$ cat config.mk
export PLATFORM = sky130hd
export DESIGN_NAME = tbg_ctrl
export DESIGN_NICKNAME = d
export VERILOG_FILES = /design/src/sv/tbg_pkg.sv /design/src/sv/tbg_ctrl.sv
export SDC_FILE = /design/constraint.sdc
export NUM_CORES = 1
export LEC_CHECK = 0
export ABC_AREA = 1
export BUFFER_PORTS_ARGS = -buffer_cell sky130_fd_sc_hd__buf_2
export CAP_MARGIN = 5
export CORE_UTILIZATION = 55
export DETAILED_ROUTE_END_ITERATION = 10
export GPL_TIMING_DRIVEN = 1
export MAX_ROUTING_LAYER = met4
export PLACE_DENSITY = 0.81
export SYNTH_ARGS = -nofsm -noshare
export SYNTH_HDL_FRONTEND = slang
export SYNTH_SLANG_ARGS = --single-unit
$ cat constraint.sdc
create_clock -name clk -period 2.9 [get_ports clk]
set_clock_uncertainty 0.1 [all_clocks]
set_input_delay 0 -clock clk [delete_from_list [all_inputs] [get_ports clk]]
set_output_delay 0 -clock clk [all_outputs]
set_load 0.05 [all_outputs]
$ cat src/sv/tbg_pkg.sv
// ----------------------------------------------------------------------------
// tbg_pkg
// constants, types and helpers shared by the three-body step block
// ----------------------------------------------------------------------------
`default_nettype none
package tbg_pkg;
  localparam int FRAC_BITS = 16;
  localparam int NBODY = 3;
  localparam int NCOORD = 9;

  // 66.743 in fixed point, truncated
  localparam logic [30:0] GRAV_RESET = 31'((64'sd66743 <<< FRAC_BITS) / 64'sd1000);

  localparam logic [2:0] REG_MASS0 = 3'd0;
  localparam logic [2:0] REG_MASS1 = 3'd1;
  localparam logic [2:0] REG_MASS2 = 3'd2;
  localparam logic [2:0] REG_GRAV  = 3'd3;
  localparam logic [2:0] REG_STOP  = 3'd4;

  // datapath opcodes, issued by the sequencer
  typedef enum logic [3:0] {
    OP_NOP,     // idle
    OP_START,   // latch dt, finished flag
    OP_PAIR,    // load pair difference, sum of squares, start sqrt
    OP_GM1,     // gm = G*mi
    OP_GM2,     // gm = gm*mj
    OP_DIV,     // start a divide (sel picks operands)
    OP_FMUL,    // force component from unit vector and q
    OP_ACC,     // start the force sum divide by mass
    OP_VEL,     // velocity update
    OP_POS      // position update
  } op_t;

  typedef struct packed {
    op_t        op;
    logic [1:0] pair;   // 0: 0-1, 1: 0-2, 2: 1-2
    logic [1:0] body;
    logic [1:0] comp;
    logic [2:0] dsel;   // divide operand select
  } cmd_t;

  typedef struct packed {
    logic sqrt_busy;
    logic div_busy;
    logic n_zero;
  } stat_t;

  localparam logic [2:0] DS_Q1   = 3'd0;
  localparam logic [2:0] DS_Q2   = 3'd1;
  localparam logic [2:0] DS_U    = 3'd2;
  localparam logic [2:0] DS_A    = 3'd3;
  localparam logic [2:0] DS_NONE = 3'd7;

  function automatic logic signed [31:0] sat32(input logic signed [65:0] v);
    if (v > 66'sd2147483647) return 32'sh7fffffff;
    if (v < -66'sd2147483648) return 32'sh80000000;
    return v[31:0];
  endfunction

  function automatic logic signed [31:0] init_pos(input logic [3:0] k);
    logic signed [31:0] r;
    case (k)
      4'd0: r = -(32'sd10 <<< FRAC_BITS);
      4'd3: r = 32'sd10 <<< FRAC_BITS;
      4'd7: r = 32'sd5 <<< FRAC_BITS;
      4'd8: r = 32'sd10 <<< FRAC_BITS;
      default: r = '0;
    endcase
    return r;
  endfunction

  function automatic logic signed [31:0] init_vel(input logic [3:0] k);
    logic signed [31:0] r;
    case (k)
      4'd1: r = 32'sd1 <<< FRAC_BITS;
      4'd4: r = -(32'sd1 <<< FRAC_BITS);
      4'd6: r = 32'sd1 <<< FRAC_BITS;
      default: r = '0;
    endcase
    return r;
  endfunction
endpackage
`default_nettype wire

$ cat src/sv/tbg_ctrl.sv
// ----------------------------------------------------------------------------
// tbg_ctrl
// sequencer for one step: pair forces, accelerations, integration, output
// ----------------------------------------------------------------------------
`default_nettype none
module tbg_ctrl import tbg_pkg::*; (
  input  wire logic  clk,
  input  wire logic  rst,
  input  wire logic  in_valid,
  output logic       in_ready,
  output logic       out_valid,
  input  wire logic  out_ready,
  input  wire stat_t stat,
  output cmd_t       cmd,
  output logic [1:0] out_body
);
  typedef enum logic [3:0] {
    S_IDLE, S_PAIR, S_SQW, S_GM1, S_GM2, S_Q1, S_Q1W, S_Q2, S_Q2W,
    S_U, S_UW, S_FMUL, S_ACC, S_ACCW, S_INT, S_OUT
  } state_t;

  state_t     state;
  logic [1:0] pair, body, comp;
  logic       vphase;

  assign in_ready  = (state == S_IDLE);
  assign out_valid = (state == S_OUT);
  assign out_body  = body;

  always_comb begin
    cmd.op = OP_NOP;
    cmd.pair = pair;
    cmd.body = body;
    cmd.comp = comp;
    cmd.dsel = DS_Q1;
    case (state)
      S_IDLE: if (in_valid) cmd.op = OP_START;
      S_PAIR: cmd.op = OP_PAIR;
      S_GM1:  cmd.op = OP_GM1;
      S_GM2:  cmd.op = OP_GM2;
      S_Q1:   begin cmd.op = OP_DIV; cmd.dsel = DS_Q1; end
      S_Q1W:  cmd.dsel = DS_Q1;
      S_Q2:   begin cmd.op = OP_DIV; cmd.dsel = DS_Q2; end
      S_Q2W:  cmd.dsel = DS_Q2;
      S_U:    begin cmd.op = OP_DIV; cmd.dsel = DS_U; end
      S_UW:   cmd.dsel = DS_U;
      // a coincident pair keeps the forces cleared at pair load
      S_FMUL: cmd.op = stat.n_zero ? OP_NOP : OP_FMUL;
      S_ACC:  begin cmd.op = OP_ACC; cmd.dsel = DS_A; end
      S_ACCW: cmd.dsel = DS_A;
      S_INT:  cmd.op = vphase ? OP_POS : OP_VEL;
      S_OUT:  cmd.dsel = DS_NONE;
      default: cmd.op = OP_NOP;
    endcase
  end

  always_ff @(posedge clk) begin
    if (rst) begin
      state  <= S_IDLE;
      pair   <= '0;
      body   <= '0;
      comp   <= '0;
      vphase <= 1'b0;
    end else begin
      case (state)
        S_IDLE: if (in_valid) begin
          state <= S_PAIR;
          pair  <= '0;
          body  <= '0;
          comp  <= '0;
        end
        S_PAIR: state <= S_SQW;
        S_SQW:  if (!stat.sqrt_busy) state <= stat.n_zero ? S_FMUL : S_GM1;
        S_GM1:  state <= S_GM2;
        S_GM2:  state <= S_Q1;
        S_Q1:   state <= S_Q1W;
        S_Q1W:  if (!stat.div_busy) state <= S_Q2;
        S_Q2:   state <= S_Q2W;
        S_Q2W:  if (!stat.div_busy) begin state <= S_U; comp <= '0; end
        S_U:    state <= S_UW;
        S_UW:   if (!stat.div_busy) state <= S_FMUL;
        S_FMUL: begin
          // zero distance skips straight here with forces already cleared
          if (comp == 2'd2 || stat.n_zero) begin
            comp <= '0;
            if (pair == 2'd2) begin state <= S_ACC; body <= '0; end
            else begin pair <= pair + 2'd1; state <= S_PAIR; end
          end else begin
            comp <= comp + 2'd1;
            state <= S_U;
          end
        end
        S_ACC:  state <= S_ACCW;
        S_ACCW: if (!stat.div_busy) begin
          if (comp == 2'd2) begin
            comp <= '0;
            if (body == 2'd2) begin
              state <= S_INT; body <= '0; vphase <= 1'b0;
            end else begin body <= body + 2'd1; state <= S_ACC; end
          end else begin comp <= comp + 2'd1; state <= S_ACC; end
        end
        S_INT: begin
          if (!vphase) vphase <= 1'b1;
          else begin
            vphase <= 1'b0;
            if (comp == 2'd2) begin
              comp <= '0;
              if (body == 2'd2) begin state <= S_OUT; body <= '0; end
              else body <= body + 2'd1;
            end else comp <= comp + 2'd1;
          end
        end
        S_OUT: if (out_ready) begin
          if (body == 2'd2) state <= S_IDLE;
          else body <= body + 2'd1;
        end
        default: state <= S_IDLE;
      endcase
    end
  end

  a_ready_idle: assert property (@(posedge clk) disable iff (rst)
    in_ready |-> !out_valid) else $error("ready while results pending");
  a_body_range: assert property (@(posedge clk) disable iff (rst)
    out_valid |-> body != 2'd3) else $error("bad body index");
  a_out_hold: assert property (@(posedge clk) disable iff (rst)
    out_valid && !out_ready |=> out_valid && $stable(body))
    else $error("result dropped");
endmodule
`default_nettype wire

# Word level (Yosys, flattened, before mapping)
# Cells that the tools add are included.
word_totals:
  ff_bits: 11
  out_inout_bits: 17
  wordCells: 104
classes:
  reduce_logical: 15
  eq_ne: 35
  add_sub_neg: 3
  mux: 46
ops:
  columns: ["op", "n"]
  rows:
  - ["$pmux W4 S16", 1]
  - ["$mux W4", 15]
  - ["$mux W2", 17]
  - ["$eq A4 B4 Y1 const B", 8]
  - ["$pmux W4 S8", 1]
  - ["$ne A2 B2 Y1 const B", 15]
  - ["$pmux W2 S5", 2]
  - ["$eq A4 B3 Y1 const B", 4]
  - ["$pmux W3 S4", 1]
  - ["$reduce_and A11 Y1", 1]
  - ["$reduce_bool A5 Y1", 2]
  - ["$eq A4 B2 Y1 const B", 2]
  - ["$reduce_and A4 Y1", 2]
  - ["$reduce_and A8 Y1", 1]
  - ["$add A2 B1 Y2 const B", 3]
  - ["$eq A2 B2 Y1 const B", 3]
  - ["$mux W1", 6]
  - ["$reduce_or A2 Y1", 3]
  - ["$reduce_and A5 Y1", 1]
  - ["$eq A4 B1 Y1 const B", 1]
  - ["$logic_not A4 Y1", 1]
  - ["$ne A2 B1 Y1 const B", 2]
  - ["$pmux W2 S2", 1]
  - ["$reduce_bool A2 Y1", 2]
  - ["other kinds (4)", 4]

# Logic depth before layout (Yosys ltp)
# Gate-level depths: netlist of the first run.
depth:
  depth_word: 5
  mapped_depth: 11
  ltp_nobuf: 10

# Least setup slack after synthesis of the first run
# OpenSTA, ideal clock, no wires.
synth_path:
  path_type: "flip-flop to output port"
  startpoint: "register state[3]"
  endpoint: "output cmd[11] in the netlist's numbering"
  required_time_ns: 2.800
  arrival_ns: 2.329
  path_slack_ns: 0.471
  n_path_buf: 0
  stages_incl_launch_ff: 4
  path_cell_list: "dfxtp_1 -> inv_2 -> nand2_1 -> o311ai_0"
synth_rtl:
  columns: ["item", "line_no", "rtl"]
  rows:
  - ["start: declaration", "tbg_ctrl.sv:22", "state_t state;"]
  - ["start signal: assignment", "tbg_ctrl.sv:73", "S_SQW: if (!stat.sqrt_busy) state <= stat.n_zero ? S_FMUL : S_GM1;"]
  - ["end: declaration", "tbg_ctrl.sv:14", "output cmd_t cmd,"]

==> results of run 1 <==
-- kinds of logic after synthesis --
group	after synthesis
buffers and inverters	26
adder cells (fa/ha/maj)	8
flip-flops	11
AO/OA/AOI/OAI	26
AND/OR/NAND/NOR	107
-- sequential cells by signal, indices dropped and copies added (netlist names) --
signal	count
out_body	2
state	4
comp	2
vphase	1
pair	2
-- layout make-up --
| class | count | share of cell area (%) |
|---|---|---|
| clock buffer | 4 | 2.117 |
| inverter | 22 | 6.653 |
| multi-input combinational | 141 | 60.89 |
| sequential | 11 | 17.74 |
| tap | 25 | 2.520 |
| timing repair buffer | 24 | 10.08 |
-- synthesized netlist by cell type (all sizes together) --
| cell type | n | area, sq um |
|---|---|---|
| buf | 4 | 37.53 |
| nand2 | 54 | 217.7 |
| ha | 8 | 100.1 |
| and3 | 1 | 6.260 |
| nor2 | 31 | 151.4 |
| o311ai | 1 | 8.760 |
| dfxtp | 11 | 220.2 |
| a21oi | 11 | 66.32 |
| a22o | 2 | 17.52 |
| nand3 | 19 | 110.1 |
| inv | 22 | 82.58 |
| o211ai | 2 | 15.01 |
| nand4 | 2 | 12.51 |
| o21ai | 10 | 50.05 |
-- per-stage QoR --
stage / hold WS (ps) / cells
2_1_floorplan: -30.93 / 178
3_3_place_gp: 120.5 / 222
3_5_place_dp: 125.6 / 222
4_1_cts: 37.26 / 227
5_1_grt: 62.61 / 227
6_report: 38.87 / 227
-- worst reg2reg max path: stages, from the launching register on --
cell	delay (ps)
dfxtp_1	540
nor2_1	170
nand3_1	190
nand2_2	100
a21oi_4	260
nand2_2	100
nand2_1	70
nand2_1	50
nor2_1	120
-- what timing repair did --
item	4_1_cts	5_1_grt
endpoints found under the hold margin	3	0
buffers inserted	0	0
hold buffers	1	0
-- power groups by stage --
stage / clock network [uW] / registers, uW / logic [uW]
floorplan: 0 / 338 / 824
global placement: 0 / 280 / 1040
detailed placement: 0 / 282 / 1050
CTS: 107 / 279 / 1060
global route: 114 / 293 / 1170
finish: 107 / 281 / 1060
-- per-layer routing --
| layer | track usage [%] | vias to the layer above | share of wire (%) |
|---|---|---|---|
| met5 | - | - | 0 |
| met4 | 9.714 | 0 | 1.6 |
| met3 | 6.667 | 7 | 7.5 |
| met2 | 46.39 | 59 | 46 |
| met1 | 40.14 | 545 | 45 |
| li1 | - | 628 | - |
-- placed cells by master (no fill, tap or decap), types with 3 or more instances in the layout --
cell type  netlist  final
nand3_2          3      3
nor2_4           4      4
a21oi_1         10     10
dfxtp_1         11     11
inv_1           17     17
nor2_1          25     25
nand3_1         16     16
inv_2            5      5
buf_2            0     23
clkbuf_4         0      3
nand2_1         48     48
o21ai_0         10     10
ha_1             8      8
nand2_2          6      6
-- path summary, 6_finish.rpt --
| kind | from | end | cells after the start |
|---|---|---|---|
| worst min-delay path | stat[1] | comp[0] | 4 |
| worst min register to register | pair[1] | pair[1] | 2 |
| worst max-delay path | state[0] | cmd[11] | 7 |
| worst max register to register | state[0] | state[3] | 8 |
==> flow_metrics.tcl, run 1 <==
set metrics [dict create \
    outcome "complete, no violations" \
    power.leakage_uw 0.0006649 \
    layout-drive-gt1-share_pct 23.27 \
    avgSynthCellArea_sq_um 6.158 \
    drt_iter0_drc 53 \
    maxSlewHeadroom_pct 75.29 \
    p_per_area_mw_per_mm2 1170 \
    die_w_microns 46.64 \
    tns_ps 0 \
    required_ps 2800 \
    die_y_microns 46.64 \
    grt_pass1_wl_mm 4.505 \
    clk_transition_reported_paths_ps 70 \
    crit_family "flip-flops" \
    crit_top_cell "inv_1" \
    combPwrFrac_pct 73.3 \
    start_util_pct 60.83 \
    syn_to_final_growth_pct 13.24 \
    synth_seq_cells 11 \
    synth_nets 193 \
    place.gp.congestion 0.9239 \
    yosysUniqueCellTypes 21 \
    yosysWarnings 0 \
    cp_slowest_stage_delay_ps 540 \
    antenna_left 0 \
    die_area_sq_mm 0.002175 \
    slew_violations 0 \
    fin_area_sq_mm 0.001241 \
    seqPwrFrac_pct 19.4 \
    setup_viol 0 \
    p_clk_share_pct 7.4 \
    groute.usage.overall_pct 30.59 \
    portBuffers 23 \
    n_antenna_cell 0 \
    peakVddDrop_uv 952.2 \
    grt_pass1_vias 984 \
    placed_cell_area_sq_mm 0.001205 \
    seqCellArea_sq_um 220.2 \
    root_buffer "clkbuf_4" \
    pre_cts_ws_ps 1108 \
    syn-instance-count 178 \
    wl_per_cell_microns 12.46 \
    h-tree-depth 1 \
    min_path_type "in2reg" \
    fillCellCount 164 \
    total_power_uw 1453 \
    switchingPower_uw 917.5 \
    cts_resized 0 \
    yosys.area_share.simple_pct 45.43 \
    ios 24 \
    drtPass1Iterations 4 \
    worstSetupEndpointType "output pin" \
    synth_compound_area_share_pct 14.38 \
    cts_buffers 3 \
    worstPathCellList "nand2_2 -> nor2_4 -> inv_1 -> o21ai_0 -> inv_1 -> o311ai_0 -> buf_2" \
    num-nets-final 218 \
    p_int_uw 535.2 \
    cts.path.max_buffers 2 \
    vias 1239 \
    grt_overflow 0 \
    final.period_utilization_pct 72.43 \
    path_class "reg2out" \
    dp_hpwl_mm 2.297 \
    fp-row-count 15 \
    drc 0 \
    crit_path_top_delay_cell "dfxtp_1" \
    worstPathArrival_ps 2000 \
    swShare_pct 63.16 \
    cp-start-kind "register" \
    wl_mm 2.829 \
    finalCriticalPeriod_ps 2100 \
    fin_util_pct 68.89 \
    yosys.area_share.adder_pct 9.132 \
    crit_buf_inv 3 \
    synth_top_family_by_area "simple AND/OR/NAND/NOR gates" \
    syn-cell-area_sq_mm 0.001096 \
    regToRegSetupSlack_ps 1140 \
    rsz0062_at_grt "no" \
    seq_area_frac_synth_pct 20.09 \
    core_area_sq_mm 0.001802 \
    synthMuxAreaShare_pct 0 \
    path_max_fanout 10 \
    cts_tree "done" \
    antenna_found_initial 0 \
    multi_input_area_sq_um 755.7 \
    synth_xor_area_share_pct 0 \
    grt_max_degree 11 \
    clkSinkCount 11 \
    max_freq_mhz 476.1 \
    hold_violations 0 \
    post_drt_via_cell_ratio 5.458 \
    tightestPinTransition_ps 370.1 \
    insertion_delay_ps 270 \
    cap_viol_max_count 0 \
    setup_slack_ps 799.6 \
]
(Power assumes the default switching activity.)
==> inputs of run 2 (changes only) <==
--- a/config.mk
+++ b/config.mk
@@ -5,14 +5,14 @@
 export SDC_FILE = /design/constraint.sdc
 export NUM_CORES = 1
 export LEC_CHECK = 0
-export ABC_AREA = 1
+export ABC_AREA = 0
 export BUFFER_PORTS_ARGS = -buffer_cell sky130_fd_sc_hd__buf_2
 export CAP_MARGIN = 5
-export CORE_UTILIZATION = 55
+export CORE_UTILIZATION = 50
 export DETAILED_ROUTE_END_ITERATION = 10
 export GPL_TIMING_DRIVEN = 1
 export MAX_ROUTING_LAYER = met4
-export PLACE_DENSITY = 0.81
+export PLACE_DENSITY = 0.76
 export SYNTH_ARGS = -nofsm -noshare
 export SYNTH_HDL_FRONTEND = slang
 export SYNTH_SLANG_ARGS = --single-unit
==> constraint.sdc (replaced) <==
create_clock -name clk -period 1.8 [get_ports clk]
set_clock_uncertainty 0.1 [all_clocks]
set_input_delay 0 -clock clk [delete_from_list [all_inputs] [get_ports clk]]
set_output_delay 0 -clock clk [all_outputs]
set_load 0.05 [all_outputs]
==> run 2 against run 1 <==
Against the previous run: the run now ends with setup timing left; first-iteration DRC count up 81%; global-route usage increased by 1.2 points; wire length up 57%; synthesized area is 14% higher; clock power is 68% higher; utilization increased by 9.2 points; critical endpoint is now out_body[0]; largest cell class unchanged; highest routed layer unchanged.
==> flow_metrics.tcl, run 2 <==
set metrics [dict create \
    seq_area_frac_synth_pct 17.65 \
    ios 24 \
    drtPass1Iterations 7 \
    grt_pass1_vias 1307 \
    required_ps 1870 \
    power.leakage_uw 0.0008232 \
    syn-cell-area_sq_mm 0.001247 \
    slew_violations 0 \
    groute.usage.overall_pct 31.81 \
    p_per_area_mw_per_mm2 1607 \
    placed_cell_area_sq_mm 0.001556 \
    yosysWarnings 0 \
    wl_per_cell_microns 18.51 \
    clk_transition_reported_paths_ps 80 \
    ys_top_cells_by_count "nor2_1 (17), dfxtp_1 (11), nand2_1 (11)" \
    syn_to_final_growth_pct 42.43 \
    die_area_sq_mm 0.002699 \
    portBuffers 23 \
    clkSinkCount 11 \
    rsz0062_at_grt "yes" \
    final_common_cell "buf_4" \
    crit_family "simple AND/OR/NAND/NOR gates" \
    path_max_fanout 6 \
    cts_buffers 3 \
    reg2reg_to "out_body[0]" \
    r2r_start "state[2]" \
    synth_nets 174 \
    synthArstFlopShare_pct 0 \
    max_freq_mhz 525.8 \
    worstSetupEndpointType "register" \
    worstPathArrival_ps 1970 \
    synth-edff-count 0 \
    regToRegSetupSlack_ps -100 \
    cp_slowest_stage_delay_ps 600 \
    antenna_found_initial 0 \
    cts.path.max_buffers 2 \
    grt_max_degree 13 \
    rr_worst_depth 6 \
    cts_tree "done" \
    swShare_pct 51.89 \
    path_class "reg2reg" \
    avgSynthCellArea_sq_um 7.846 \
    violations "setup timing" \
    setup_slack_ps -101.8 \
    post_drt_via_cell_ratio 6.229 \
    n_antenna_cell 0 \
    seqPwrFrac_pct 14.3 \
    hold_violations 0 \
    antenna_left 0 \
    top_register "state" \
    cap_viol_max_count 0 \
    insertion_delay_ps 270 \
    min_path_type "in2reg" \
    synth.top_cell.area_share_pct 17.65 \
    combPwrFrac_pct 79.4 \
    p_clk_share_pct 6.3 \
    start_util_pct 54.81 \
    yosysTopAreaCell "dfxtp_1" \
    setup_viol 7 \
    wl_mm 4.442 \
    fin_area_sq_mm 0.001777 \
    crit_path_top_delay_cell "or4_4" \
    total_power_uw 2855 \
    root_buffer "clkbuf_4" \
    holdCritStartpoint "stat[0]" \
    grt_overflow 0 \
    place.gp.congestion 0.9424 \
    die_w_microns 51.95 \
    crit_buf_inv 1 \
    maxSlewHeadroom_pct 73.95 \
    holdPathStages 4 \
    final_cell_mix "buf_4 (32), buf_2 (22), nor2_1 (16), nand2_1 (11), inv_1 (9)" \
    outcome "finished, violations left" \
    largest_reg_flops 4 \
    core_area_sq_mm 0.002276 \
    placed_cells 224 \
    tns_ps -356.6 \
    switchingPower_uw 1482 \
    cp-start-kind "register" \
    h-tree-depth 1 \
    yosysMostFrequentCell "nor2_1" \
    finalCriticalPeriod_ps 1902 \
    p_int_uw 1374 \
    drc 0 \
    dp_hpwl_mm 2.731 \
    peakVddDrop_uv 1177 \
    layout-drive-gt1-share_pct 49.06 \
    hold_end "comp[1]" \
    tightestPinTransition_ps 389.4 \
    fp-row-count 17 \
    synth-main-ff-cell "dfxtp_1" \
    vias 1495 \
    yosysUniqueCellTypes 54 \
    fillCellCount 149 \
    worstPathCellList "or4_4 -> clkinv_8 -> nor2_2 -> a21oi_2 -> nand3_2 -> mux2_1" \
    die_y_microns 51.95 \
    drt_iter0_drc 96 \
    yosys-top-cells-area "dfxtp_1 (18%), ha_1 (8.0%), nor2_1 (5.1%)" \
    syn-instance-count 159 \
    num-nets-final 228 \
    grt_pass1_wl_mm 6.120 \
    synth_seq_cells 11 \
    layout.cells.non_filler 240 \
    final.period_utilization_pct 105.7 \
]
## run 2: cell count changes after synthesis, sizes merged, moves of 6 or more
cell,before,now
nor2,31,18
nand3,19,7
nand2,54,11
buf,4,10
nor2b,0,6
inv,22,10
## run 2: worst max path at each step
stage / from / end / cells past startpoint
2_1_floorplan: state[2] / out_body[0] / 6
3_3_place_gp: state[2] / out_body[1] / 6
3_5_place_dp: state[0] / state[0] / 6
4_1_cts: state[2] / out_body[1] / 6
5_1_grt: state[1] / out_body[0] / 6
6_report: state[2] / out_body[0] / 6
## run 2: power groups by stage
| stage | Combinational [uW] | Clock (uW) | Sequential [uW] |
|---|---|---|---|
| global route | 2400 | 197 | 414 |
| global placement | 1870 | 0 | 377 |
| floorplan | 1340 | 0 | 439 |
| CTS | 2020 | 180 | 385 |
| detailed placement | 1910 | 0 | 382 |
| finish | 2270 | 180 | 408 |
## run 2: cells by family after synthesis
family	after synthesis	share of synthesized area, %
and+or+nand+nor	61	28.19
AOI/OAI and AO/OA	48	28.39
buffers and inverters	25	12.24
DFF	11	17.65
adders and majority gates	8	8.024
muxes	4	3.510
xor gates and xnor gates	2	2.006
## run 2: per-stage QoR
step	hold WS, ps	setup slack [ps]	util (%)
after CTS	61.40	-28.47	72.73
final	94.04	-101.8	78.06
after global placement	229.9	-33.16	68.39
after floorplan	106.2	6.748	-
after detailed placement	236.8	-79.93	68.39
after global routing	107.6	-123.0	78.06
## run 2: worst reg2reg max path: stages (launching register included)
cell	delay [ps]
dfxtp_4	380
or4_4	600
clkinv_8	70
nor2_2	50
a21oi_2	150
nand3_2	120
mux2_1	330
## run 2: area by class of cell
class,instances,area (sq um),share of cell area (%)
multi-input combinational,123,950.9,53.52
inverter,11,53.80,3.028
timing repair buffer,63,461.7,25.99
sequential,11,247.7,13.94
clock inverter,1,5.005,0.2817
tap,28,35.03,1.972
clock buffer,3,22.52,1.268
## run 2: routing by layer
metal | vias up | global-route usage [%] | share of wire (%)
met2 | 99 | 51.28 | 51
met3 | 19 | 6.433 | 9.3
met5 | - | - | 0
met1 | 703 | 39.65 | 37
met4 | 0 | 9.910 | 2.7
li1 | 674 | - | -
## run 2: repair_timing
| item | CTS | global route |
|---|---|---|
| setup endpoints to repair | 8 | 11 |
| setup buffers | 2 | 7 |
| pin swaps | 4 | 10 |
| hold endpoints to repair | 8 | 0 |
| cloned | 0 | 1 |
| resized for setup | 12 | 18 |
| hold buffers | 2 | 0 |
